<file path="config.mk">
export PLATFORM = sky130hd
export DESIGN_NAME = scbp_queue
export DESIGN_NICKNAME = d
export VERILOG_FILES = /design/src/design/scbp_pkg.sv /design/src/design/scbp_queue.sv
export SDC_FILE = /design/constraint.sdc
export NUM_CORES = 1
export LEC_CHECK = 0
export ABC_CLOCK_PERIOD_IN_PS = 1930
export BUFFER_PORTS_ARGS = -buffer_cell sky130_fd_sc_hd__buf_2
export CAP_MARGIN = 40
export CORE_MARGIN = 10
export CORE_UTILIZATION = 39
export DETAILED_ROUTE_END_ITERATION = 12
export GPL_TIMING_DRIVEN = 0
export SLEW_MARGIN = 20
export SYNTH_ARGS = -nofsm -noshare
export SYNTH_HDL_FRONTEND = slang
export SYNTH_SLANG_ARGS = --single-unit
</file>
<file path="constraint.sdc">
create_clock -name i_clk -period 1.93 [get_ports i_clk]
set_input_delay 0.2895 -clock i_clk [delete_from_list [all_inputs] [get_ports i_clk]]
set_output_delay 0.2895 -clock i_clk [all_outputs]
set_load 0.05 [all_outputs]
</file>
<file path="src/design/scbp_pkg.sv">
package scbp_pkg;

    // Field widths fixed by the interface.
    localparam int LEN_W   = 16;
    localparam int ID_W    = 10;
    localparam int STAT_W  = 3;
    localparam int CLS_W   = 4;
    localparam int BYTES_W = 20;
    localparam int STEP_W  = 16;

    // Internal class index wide enough for the largest supported class count.
    localparam int QCLS_W = 6;

    // Result status codes.
    localparam logic [STAT_W-1:0] ST_ALLOCATED     = 3'd0;
    localparam logic [STAT_W-1:0] ST_TOO_LARGE     = 3'd1;
    localparam logic [STAT_W-1:0] ST_CLASS_EMPTY   = 3'd2;
    localparam logic [STAT_W-1:0] ST_FREED_POOL    = 3'd3;
    localparam logic [STAT_W-1:0] ST_FREED_OUTSIDE = 3'd4;

    // Register word index on the configuration port.
    localparam logic REG_SIZE_STEP = 1'b0;

    // Request operation codes.
    localparam logic OP_ALLOCATE = 1'b0;
    localparam logic OP_FREE     = 1'b1;

    typedef struct packed {
        logic             operation;
        logic [LEN_W-1:0] length;
        logic [ID_W-1:0]  buffer_id;
        logic             from_pool;
    } t_req;

    typedef struct packed {
        logic [STAT_W-1:0]  status;
        logic [ID_W-1:0]    granted_id;
        logic [CLS_W-1:0]   size_class;
        logic [BYTES_W-1:0] class_bytes;
    } t_res;

    // Classified request kinds handed from the front to the back.
    typedef enum logic [1:0] {
        K_ALLOC,
        K_TOO_LARGE,
        K_FREE,
        K_OUTSIDE
    } t_kind;

    typedef struct packed {
        t_kind             kind;
        logic [QCLS_W-1:0] cls;
        logic [ID_W-1:0]   id;
    } t_qent;

    // Status of the back part seen by the top level.
    typedef struct packed {
        logic clearing;
    } t_back_stat;

endpackage

</file>
<file path="src/design/scbp_queue.sv">
module scbp_queue
    import scbp_pkg::*;
(
    input  logic  i_clk,
    input  logic  i_rst_n,
    input  logic  i_push,
    input  t_qent i_entry,
    input  logic  i_pop,
    output logic  o_full,
    output logic  o_empty,
    output t_qent o_entry
);

    t_qent      r_slot [2];
    logic       r_wp;
    logic       r_rp;
    logic [1:0] r_count;

    assign o_full  = (r_count == 2'd2);
    assign o_empty = (r_count == 2'd0);
    assign o_entry = r_slot[r_rp];

    // Two-entry queue between the front and the back.
    always_ff @(posedge i_clk) begin
        if (!i_rst_n) begin
            r_wp    <= 1'b0;
            r_rp    <= 1'b0;
            r_count <= 2'd0;
        end else begin
            if (i_push) begin
                r_slot[r_wp] <= i_entry;
                r_wp         <= !r_wp;
            end
            if (i_pop) begin
                r_rp <= !r_rp;
            end
            if (i_push && !i_pop) begin
                r_count <= r_count + 2'd1;
            end else if (!i_push && i_pop) begin
                r_count <= r_count - 2'd1;
            end
        end
    end

endmodule

</file>
==> flow_summary.yaml <==
cts:
  clk_pin_slew_ps: 80
  clock_path_buffers: 2
  cts_root_buf: "clkbuf_8"
  cts_setup_buffers: 0
  ctsHoldBuffers: 0
  cts_tree: "built"
  clock_latency_ps: 290
  cts.repair.resized: 1
  cts_buffers: 5
  cts.sinks: 41
  h-tree-depth: 2
setup_path:
  cp_max_fo: 10
  ff2ff_path_depth: 2
  crit-reg2reg-launch: "r_wp$_SDFFE_PN0P_"
  cp-start-kind: "flip-flop"
  cp.required_ps: 1640
  path_class: "reg2out"
  r2r_slack_ps: 570
  crit_arrival_ps: 1520
  cp-end-kind: "output pin"
sta:
  slew_violations: 0
  period_share_pct: 93.8
  holdWs_ps: 189
  timing.final.ws_setup_ps: 120
  max_slew_margin_pct: 65.8
  rsz0062_at_grt: "no"
  post-route-min-period_ps: 1810
  tightestPinTransition_ps: 513
  setup_viol: 0
  tns_ps: 0
  fmax_mhz: 553
  finalHoldViolations: 0
  skew_ps: 8.57
floorplan:
  die_w_um: 82.4
  die_y_um: 82.4
  row_count: 22
  coreArea_um2: 3720
  boundaryPins: 42
  die_area_um2: 6790
  start_util_pct: 40.8
power_and_ir_drop:
  p_leak_nw: 0.733
  power.density_nw_per_um2: 995
  ir_drop_mv: 0.460
global_route:
  grt_overflow: 0
  grt_pass1_wl_um: 4200
  grt_pass1_vias: 847
  grt_usage_pct: 8.31
  antenna_found_initial: 0
  grt_max_degree: 13
detailed_routing:
  drc: 0
  avgViaCountPerCell: 4.57
  num_vias: 814
  wl_per_cell_um: 15.7
  dr.pass1.iters: 4
  drt_iter0_drc: 57
  wirelength_um: 2790
  ant_nets: 0
placement:
  dp_slack_ps: 311
  placed_cells: 170
  portBuffers: 41
  gp_congestion: 0.651
  place_area_um2: 1810
  dp_hpwl_um: 2080
layout:
  syn_to_final_growth_pct: 24.9
  fin_cells: 178
  fin_area_um2: 1900
  final_cell_mix: "buf_2 (41), edfxtp_1 (36), mux2_2 (18), dfxtp_1 (5), clkbuf_8 (5)"
  final_common_cell: "buf_2"
  diodes: 0
  nets: 152
  drive_gt1_share_pct: 54.6
synth:
  yosys_warnings: 0
  synth_seq_cells: 41
  synth.top_cell.area_share_pct: 71.2
  synth_cell_type_count: 17
  ys_seq_area_share_pct: 77.8
  synth_fp_nets: 102
  syn_inst: 79
  synth.avg_cell_area_um2: 19.2
  synth_area_um2: 1520
  synth_largest_area_cell: "edfxtp_1"
  synthTopCellsByArea: "edfxtp_1 (71%), mux2_2 (13%), dfxtp_1 (6.6%)"
min_path:
  hold_class: "in2reg"
  hold_start: "i_entry[16]"
  min_delay_path_depth: 1
outcome:
  run_status: "complete, no violations"
run:
  maxCapViolCount: 0
[cells in the mapped netlist, drive strengths merged]
library cell	number
and3	1
edfxtp	36
or3	1
xnor2	1
buf	2
and2	4
nand2	1
nor2	2
mux2	18
o21ai	1
and2b	1
ha	1
a21boi	1
xor2	3
inv	1
dfxtp	5
[critical path, cell delays in order (launching register included)]
cell,delay (ps)
dfxtp_1,300
clkbuf_4,200
buf_6,170
mux2_2,340
buf_2,210
[path summary, 6_finish.rpt]
| kind | end |
|---|---|
| hold / removal | r_slot[0][16]$_DFFE_PP_ |
| hold reg to reg | r_count[1]$_SDFFE_PN0P_ |
| setup / recovery | o_entry[1] |
| setup reg to reg | r_slot[1][17]$_DFFE_PP_ |
[sequential cells by signal (all words and copies together), names as in the netlist, named ones only]
name	flops
r_wp	1
r_slot	36
r_count	2
r_rp	1
[where the power goes]
| group | switching [mW] | internal [mW] |
|---|---|---|
| registers | 0.0162 | 1.01 |
| clock network | 0.270 | 0.254 |
| logic | 0.228 | 0.109 |
[routing by layer]
metal	track usage (%)	wire length, um
met3	4.43	258
met2	13.8	1370
met1	8.79	1130
met5	0	0
met4	3.06	27
[cells by family after synthesis]
kind of cell	Yosys count	synth area share [%]
compound gates	2	0.824
xor+xnor	4	2.31
fa+ha+maj	1	0.824
buf+inv	3	1.07
flops	41	77.8
mux	18	13.4
simple gates	10	3.79
[through the flow]
step           power [mW]  util, %
2_1_floorplan        1.29        -
3_3_place_gp         1.37     48.0
3_5_place_dp         1.39     48.7
4_1_cts              1.91     50.9
5_1_grt              1.97     51.0
6_report             1.89     51.0
[area by class of cell]
type	instances	area, um^2
Buffer	2	18.8
Timing Repair Buffer	43	228
Fill cell	340	1820
Multi-Input combinational cell	35	323
Tap cell	48	60.1
Clock buffer	7	76.3
Clock inverter	1	5.00
Sequential cell	41	1180
Inverter	1	3.75
No activity file was read; power rests on OpenSTA's default activity.
