**src/design/scbp_pkg.sv**
```systemverilog
package scbp_pkg;

    // Field widths fixed by the interface.
    localparam int LEN_W   = 16;
    localparam int ID_W    = 10;
    localparam int STAT_W  = 3;
    localparam int CLS_W   = 4;
    localparam int BYTES_W = 20;
    localparam int STEP_W  = 16;

    // Internal class index wide enough for the largest supported class count.
    localparam int QCLS_W = 6;

    // Result status codes.
    localparam logic [STAT_W-1:0] ST_ALLOCATED     = 3'd0;
    localparam logic [STAT_W-1:0] ST_TOO_LARGE     = 3'd1;
    localparam logic [STAT_W-1:0] ST_CLASS_EMPTY   = 3'd2;
    localparam logic [STAT_W-1:0] ST_FREED_POOL    = 3'd3;
    localparam logic [STAT_W-1:0] ST_FREED_OUTSIDE = 3'd4;

    // Register word index on the configuration port.
    localparam logic REG_SIZE_STEP = 1'b0;

    // Request operation codes.
    localparam logic OP_ALLOCATE = 1'b0;
    localparam logic OP_FREE     = 1'b1;

    typedef struct packed {
        logic             operation;
        logic [LEN_W-1:0] length;
        logic [ID_W-1:0]  buffer_id;
        logic             from_pool;
    } t_req;

    typedef struct packed {
        logic [STAT_W-1:0]  status;
        logic [ID_W-1:0]    granted_id;
        logic [CLS_W-1:0]   size_class;
        logic [BYTES_W-1:0] class_bytes;
    } t_res;

    // Classified request kinds handed from the front to the back.
    typedef enum logic [1:0] {
        K_ALLOC,
        K_TOO_LARGE,
        K_FREE,
        K_OUTSIDE
    } t_kind;

    typedef struct packed {
        t_kind             kind;
        logic [QCLS_W-1:0] cls;
        logic [ID_W-1:0]   id;
    } t_qent;

    // Status of the back part seen by the top level.
    typedef struct packed {
        logic clearing;
    } t_back_stat;

endpackage

```
**src/design/scbp_front.sv**
```systemverilog
module scbp_front
    import scbp_pkg::*;
#(
    parameter int CLASS_COUNT       = 16,
    parameter int BUFFERS_PER_CLASS = 64
) (
    input  logic              i_clk,
    input  logic              i_rst_n,
    input  logic              i_start,
    input  t_req              i_req,
    input  logic [STEP_W-1:0] i_size_step,
    input  logic              i_full,
    output logic              o_active,
    output logic              o_push,
    output t_qent             o_entry
);

    localparam int TOTAL  = CLASS_COUNT * BUFFERS_PER_CLASS;
    localparam int SW     = $clog2(CLASS_COUNT + 1);
    localparam int PW     = SW + STEP_W;
    // Reciprocal for the class of a freed id: exact for every 10-bit id.
    localparam int RS     = ID_W + $clog2(BUFFERS_PER_CLASS);
    localparam int FW     = RS + ID_W + 1;
    localparam longint RECIP = ((64'd1 << RS) + BUFFERS_PER_CLASS - 1) / BUFFERS_PER_CLASS;

    logic          r_active;
    t_req          r_req;
    logic [SW-1:0] r_lo;
    logic [SW-1:0] r_hi;

    logic [SW:0]   w_sum;
    logic [SW-1:0] w_mid;
    logic [SW-1:0] w_mid1;
    logic [PW-1:0] w_prod;
    logic          w_fits;
    logic [FW-1:0] w_fprod;
    logic          w_outside;
    logic          w_step_zero;
    logic          w_done;

    // One step of the binary search: does class mid cover the length?
    always_comb begin
        w_sum  = {1'b0, r_lo} + {1'b0, r_hi};
        w_mid  = w_sum[SW:1];
        w_mid1 = w_mid + SW'(1);
        w_prod = PW'(w_mid1) * PW'(i_size_step);
        w_fits = PW'(r_req.length) <= w_prod;
    end

    // Class of a freed buffer and the foreign-buffer check.
    always_comb begin
        w_fprod     = FW'(r_req.buffer_id) * FW'(RECIP);
        w_outside   = !r_req.from_pool || (32'(r_req.buffer_id) >= TOTAL);
        w_step_zero = (i_size_step == '0);
        w_done      = (r_req.operation == OP_FREE) || w_step_zero || (r_lo == r_hi);
    end

    // Classified entry for the queue.
    always_comb begin
        o_entry = '0;
        if (r_req.operation == OP_FREE) begin
            o_entry.id = r_req.buffer_id;
            if (w_outside) begin
                o_entry.kind = K_OUTSIDE;
            end else begin
                o_entry.kind = K_FREE;
                o_entry.cls  = QCLS_W'(w_fprod >> RS);
            end
        end else if (w_step_zero || (r_lo == SW'(CLASS_COUNT))) begin
            o_entry.kind = K_TOO_LARGE;
        end else begin
            o_entry.kind = K_ALLOC;
            o_entry.cls  = QCLS_W'(r_lo);
        end
    end

    assign o_push   = r_active && w_done && !i_full;
    assign o_active = r_active;

    // Request register and search bounds.
    always_ff @(posedge i_clk) begin
        if (!i_rst_n) begin
            r_active <= 1'b0;
        end else if (!r_active) begin
            if (i_start) begin
                r_active <= 1'b1;
                r_req    <= i_req;
                r_lo     <= '0;
                r_hi     <= SW'(CLASS_COUNT);
            end
        end else if (!w_done) begin
            if (w_fits) begin
                r_hi <= w_mid;
            end else begin
                r_lo <= w_mid1;
            end
        end else if (!i_full) begin
            r_active <= 1'b0;
        end
    end

endmodule

```
**config.mk**
```make
export PLATFORM = sky130hd
export DESIGN_NAME = scbp_front
export DESIGN_NICKNAME = d
export VERILOG_FILES = /design/src/design/scbp_pkg.sv /design/src/design/scbp_front.sv
export SDC_FILE = /design/constraint.sdc
export NUM_CORES = 1
export LEC_CHECK = 0
export ABC_AREA = 1
export BUFFER_PORTS_ARGS = -buffer_cell sky130_fd_sc_hd__buf_2
export CAP_MARGIN = 10
export CORE_UTILIZATION = 35
export CTS_CLUSTER_SIZE = 40
export DETAILED_ROUTE_END_ITERATION = 8
export PLACE_DENSITY = 0.64
export SLEW_MARGIN = 20
export SYNTH_ARGS = -nofsm -noshare
export SYNTH_HDL_FRONTEND = slang
export SYNTH_SLANG_ARGS = --single-unit
```
**constraint.sdc**
```tcl
create_clock -name i_clk -period 16.3 [get_ports i_clk]
set_clock_uncertainty 0.1 [all_clocks]
set_input_delay 2.445 -clock i_clk [delete_from_list [all_inputs] [get_ports i_clk]]
set_output_delay 2.445 -clock i_clk [all_outputs]
set_load 0.05 [all_outputs]
```
==> metrics.md <==
| Metric | Value |
|---|---|
| Status | `finished, final reports clean` |
| Period minus WS final | `between 7000 and 8000 ps` |
| Critical Path Max Stage Delay | `1010 ps` |
| Core footprint | `about 13000 µm²` |
| GPL Wtd Cong | `0.9342` |
| DRT Wirelength | `~10000 µm` |
| Avg WL per Cell | `between 10 and 15 µm` |
| Post-CTS Setup Bufs | `0` |
| Worst path top cell family by delay | `adder cells` |
| First-pass GRT wire length | `between 15000 and 20000 µm` |
| Starting Density | `0.3623` |
| CTS buffer count | `5` |
| CTS tree | `yes` |
| Critical Path AT | `7210 ps` |
| DRC violation count after routing | `0` |
| Die width | `119.5 µm` |
| CP Buf/Inv Count | `4` |
| Clock transition at the registers of the reported paths | `~50 ps` |
| Io pins | `68` |
| YS warnings | `0` |
| Via density | `4.573` |
| Post-synth EDFFs | `38` |
| Gr usage total | `0.1619` |
| Final #Nets | `823` |
| Crit Path Class | `flip-flop to flip-flop` |
| CTS H-tree lvls | `2` |
| Vias in the first global route | `3962` |
| ANT cells | `0` |
| Async S/R FF share, synth | `0` |
| Syn Nets | `760` |
| Port-buffer cells | `66` |
| Die Y | `119.5 µm` |
| Vias | `3924` |
| Syn avg cell area | `7.825 µm²` |
| Worst slew pin tran | `~800 ps` |
| Starting DRT DRC Count | `194` |
| Crit share post-route | `0.4508` |
| Area grow syn2layout | `12.99%` |
| Root Buffer | `clkbuf_16` |
| Worst Path Max Fanout | `20` |
| Post-DP HPWL | `8882 µm` |
| Reg2Reg Setup Slack | `8950 ps` |
| Final ANT Viol Nets | `0` |
| Sequential area share after synthesis | `0.2401` |
| Hold Path Class | `flip-flop to flip-flop` |
| Initial antenna violation count | `0` |
| Proportion of layout cells with a drive suffix above 1 | `0.1540` |
| Most used flip-flop cell after synthesis | `edfxtp_1` |
| Max-cap violations | `0` |
| Synth Instances | `618` |
| Slew HR | `0.4684` |
| Sink Count | `39` |
| Synth unique cells | `41` |
| Final setup vio count | `0` |
| Worst path most repeated cell | `nand2_1` |
| PostCTS Resize Cnt | `0` |
| RSZ-0062 raised after global routing | `false` |
| Setup TNS | `0 ps` |
| Cell area after synthesis | `around 4800 µm²` |
| Hold_buf cts | `0` |
| Row cnt | `between 40 and 50` |
| Largest net degree at the start of global routing | `29` |
| DRT Pass-1 Iters | `5` |
| Worst EP required | `16160 ps` |
| Clock Latency Late Sink | `280 ps` |
| F_max | `between 100 and 150 MHz` |
| Endpoints failing hold | `0` |
| Critical path startpoint category | `flip-flop` |
| Slowest cell on the critical path | `fa_1` |
| Clock Path Buffers | `2` |
| Max Transition Viols Final | `0` |
| CP endpoint kind | `flip-flop` |
| Overflow after GRT | `0` |
| Die Footprint | `around 14000 µm²` |
| FF+latch count, synth | `39` |
[worst reg2reg max path, delay by kind of cell, from the launching register on]
kind | cells | cell delay [ps]
buffers and inverters | 4 | 420
and+or+nand+nor | 16 | 2060
xor gates and xnor gates | 1 | 140
DFF | 1 | 380
adders and majority gates | 8 | 3610
AOI/OAI and AO/OA | 2 | 330
[layout by cell type, fill, tap and decap left out, types with 2 or more instances in the layout]
cell / Yosys / final
nor3_2: 1 / 2
or2_1: 2 / 2
nor2_2: 11 / 11
fa_1: 43 / 43
nor2_1: 62 / 62
nand4_1: 2 / 2
nand2_2: 3 / 3
nor4_1: 3 / 3
o22ai_1: 3 / 3
inv_1: 133 / 133
clkbuf_16: 0 / 5
nand2_4: 2 / 2
nor3_1: 7 / 6
xor2_1: 5 / 5
inv_2: 3 / 3
o21ai_0: 11 / 11
buf_2: 0 / 66
xnor2_1: 8 / 8
edfxtp_1: 38 / 38
ha_1: 51 / 51
nand2_1: 156 / 156
a21oi_2: 2 / 2
a21oi_1: 26 / 26
nand3_1: 20 / 20
nand3_2: 2 / 2
[final cells by class]
cell class / count / area [µm²]
clock buffers: 6 / 128.9
clock inverters: 2 / 12.51
fillers: 1408 / 7884
inverters: 136 / 510.5
multi-input cells: 432 / 3093
flip-flops and latches: 39 / 1161
well taps: 176 / 220.2
repair buffers: 67 / 337.8
[sequential cells by signal, indices dropped and copies added, names as in the netlist]
register  flops
o_active      1
r_lo          5
r_req        28
r_hi          5
[per-layer routing]
metal	vias up	global-route usage	wire, µm
li1	2021	-	-
met1	1794	0.2072	4857
met2	96	0.2811	4961
met3	13	0.02947	433
met4	0	0.04063	186
met5	-	0	0
[cells in the mapped netlist (3+ instances only)]
library cell	number	area, µm²
a21oi_1	26	130.1
buf_4	3	22.52
clkbuf_1	5	18.77
edfxtp_1	38	1141
fa_1	43	860.8
ha_1	51	638.1
inv_1	133	499.2
inv_2	3	11.26
nand2_1	156	585.6
nand2_2	3	18.77
nand3_1	20	100.1
nor2_1	62	232.7
nor2_2	11	68.82
nor3_1	7	35.03
nor4_1	3	18.77
o21ai_0	11	55.05
o22ai_1	3	18.77
xnor2_1	8	70.07
xor2_1	5	43.79
[final timing paths]
| path | from | to | depth (start not counted) |
|---|---|---|---|
| worst min register to register | o_active$_SDFF_PN0_ | r_hi[4]$_SDFFCE_PN1P_ | 1 |
| worst max-delay path | r_lo[0]$_SDFFCE_PN0P_ | r_lo[4]$_SDFFCE_PN0P_ | 31 |
| worst max register to register | r_lo[0]$_SDFFCE_PN0P_ | r_lo[4]$_SDFFCE_PN0P_ | 31 |
| worst min-delay path | o_active$_SDFF_PN0_ | r_hi[4]$_SDFFCE_PN1P_ | 1 |
[stage by stage]
| step | std cells | setup slack, ps | utilization | hold WS [ps] | instance area (µm²) |
|---|---|---|---|---|---|
| 3_3_place_gp | 850 | 8804 | 0.3988 | 536.8 | 5323 |
| 3_5_place_dp | 850 | 8833 | 0.3988 | 554.4 | 5323 |
| 2_1_floorplan | 618 | 9505 | - | 530.6 | 4836 |
| 5_1_grt | 858 | 8429 | 0.4094 | 601.0 | 5464 |
| 4_1_cts | 858 | 8984 | 0.4094 | 564.4 | 5464 |
| 6_report | 858 | 8952 | 0.4094 | 566.4 | 5464 |
[kinds of logic (layout without fill, tap and decap cells)]
family / after synthesis / count (layout) / synth area share
fa+ha+maj: 94 / 94 / 0.3100
simple gates: 276 / 276 / 0.2424
compound gates: 46 / 46 / 0.05278
flops: 39 / 39 / 0.2401
xor+xnor: 15 / 15 / 0.03260
other cells: 1 / 1 / 0.0007755
buf+inv: 147 / 211 / 0.1213
Power is not shown: default switching activity piles up to over one toggle a cycle in this logic, so the estimate is an artifact.
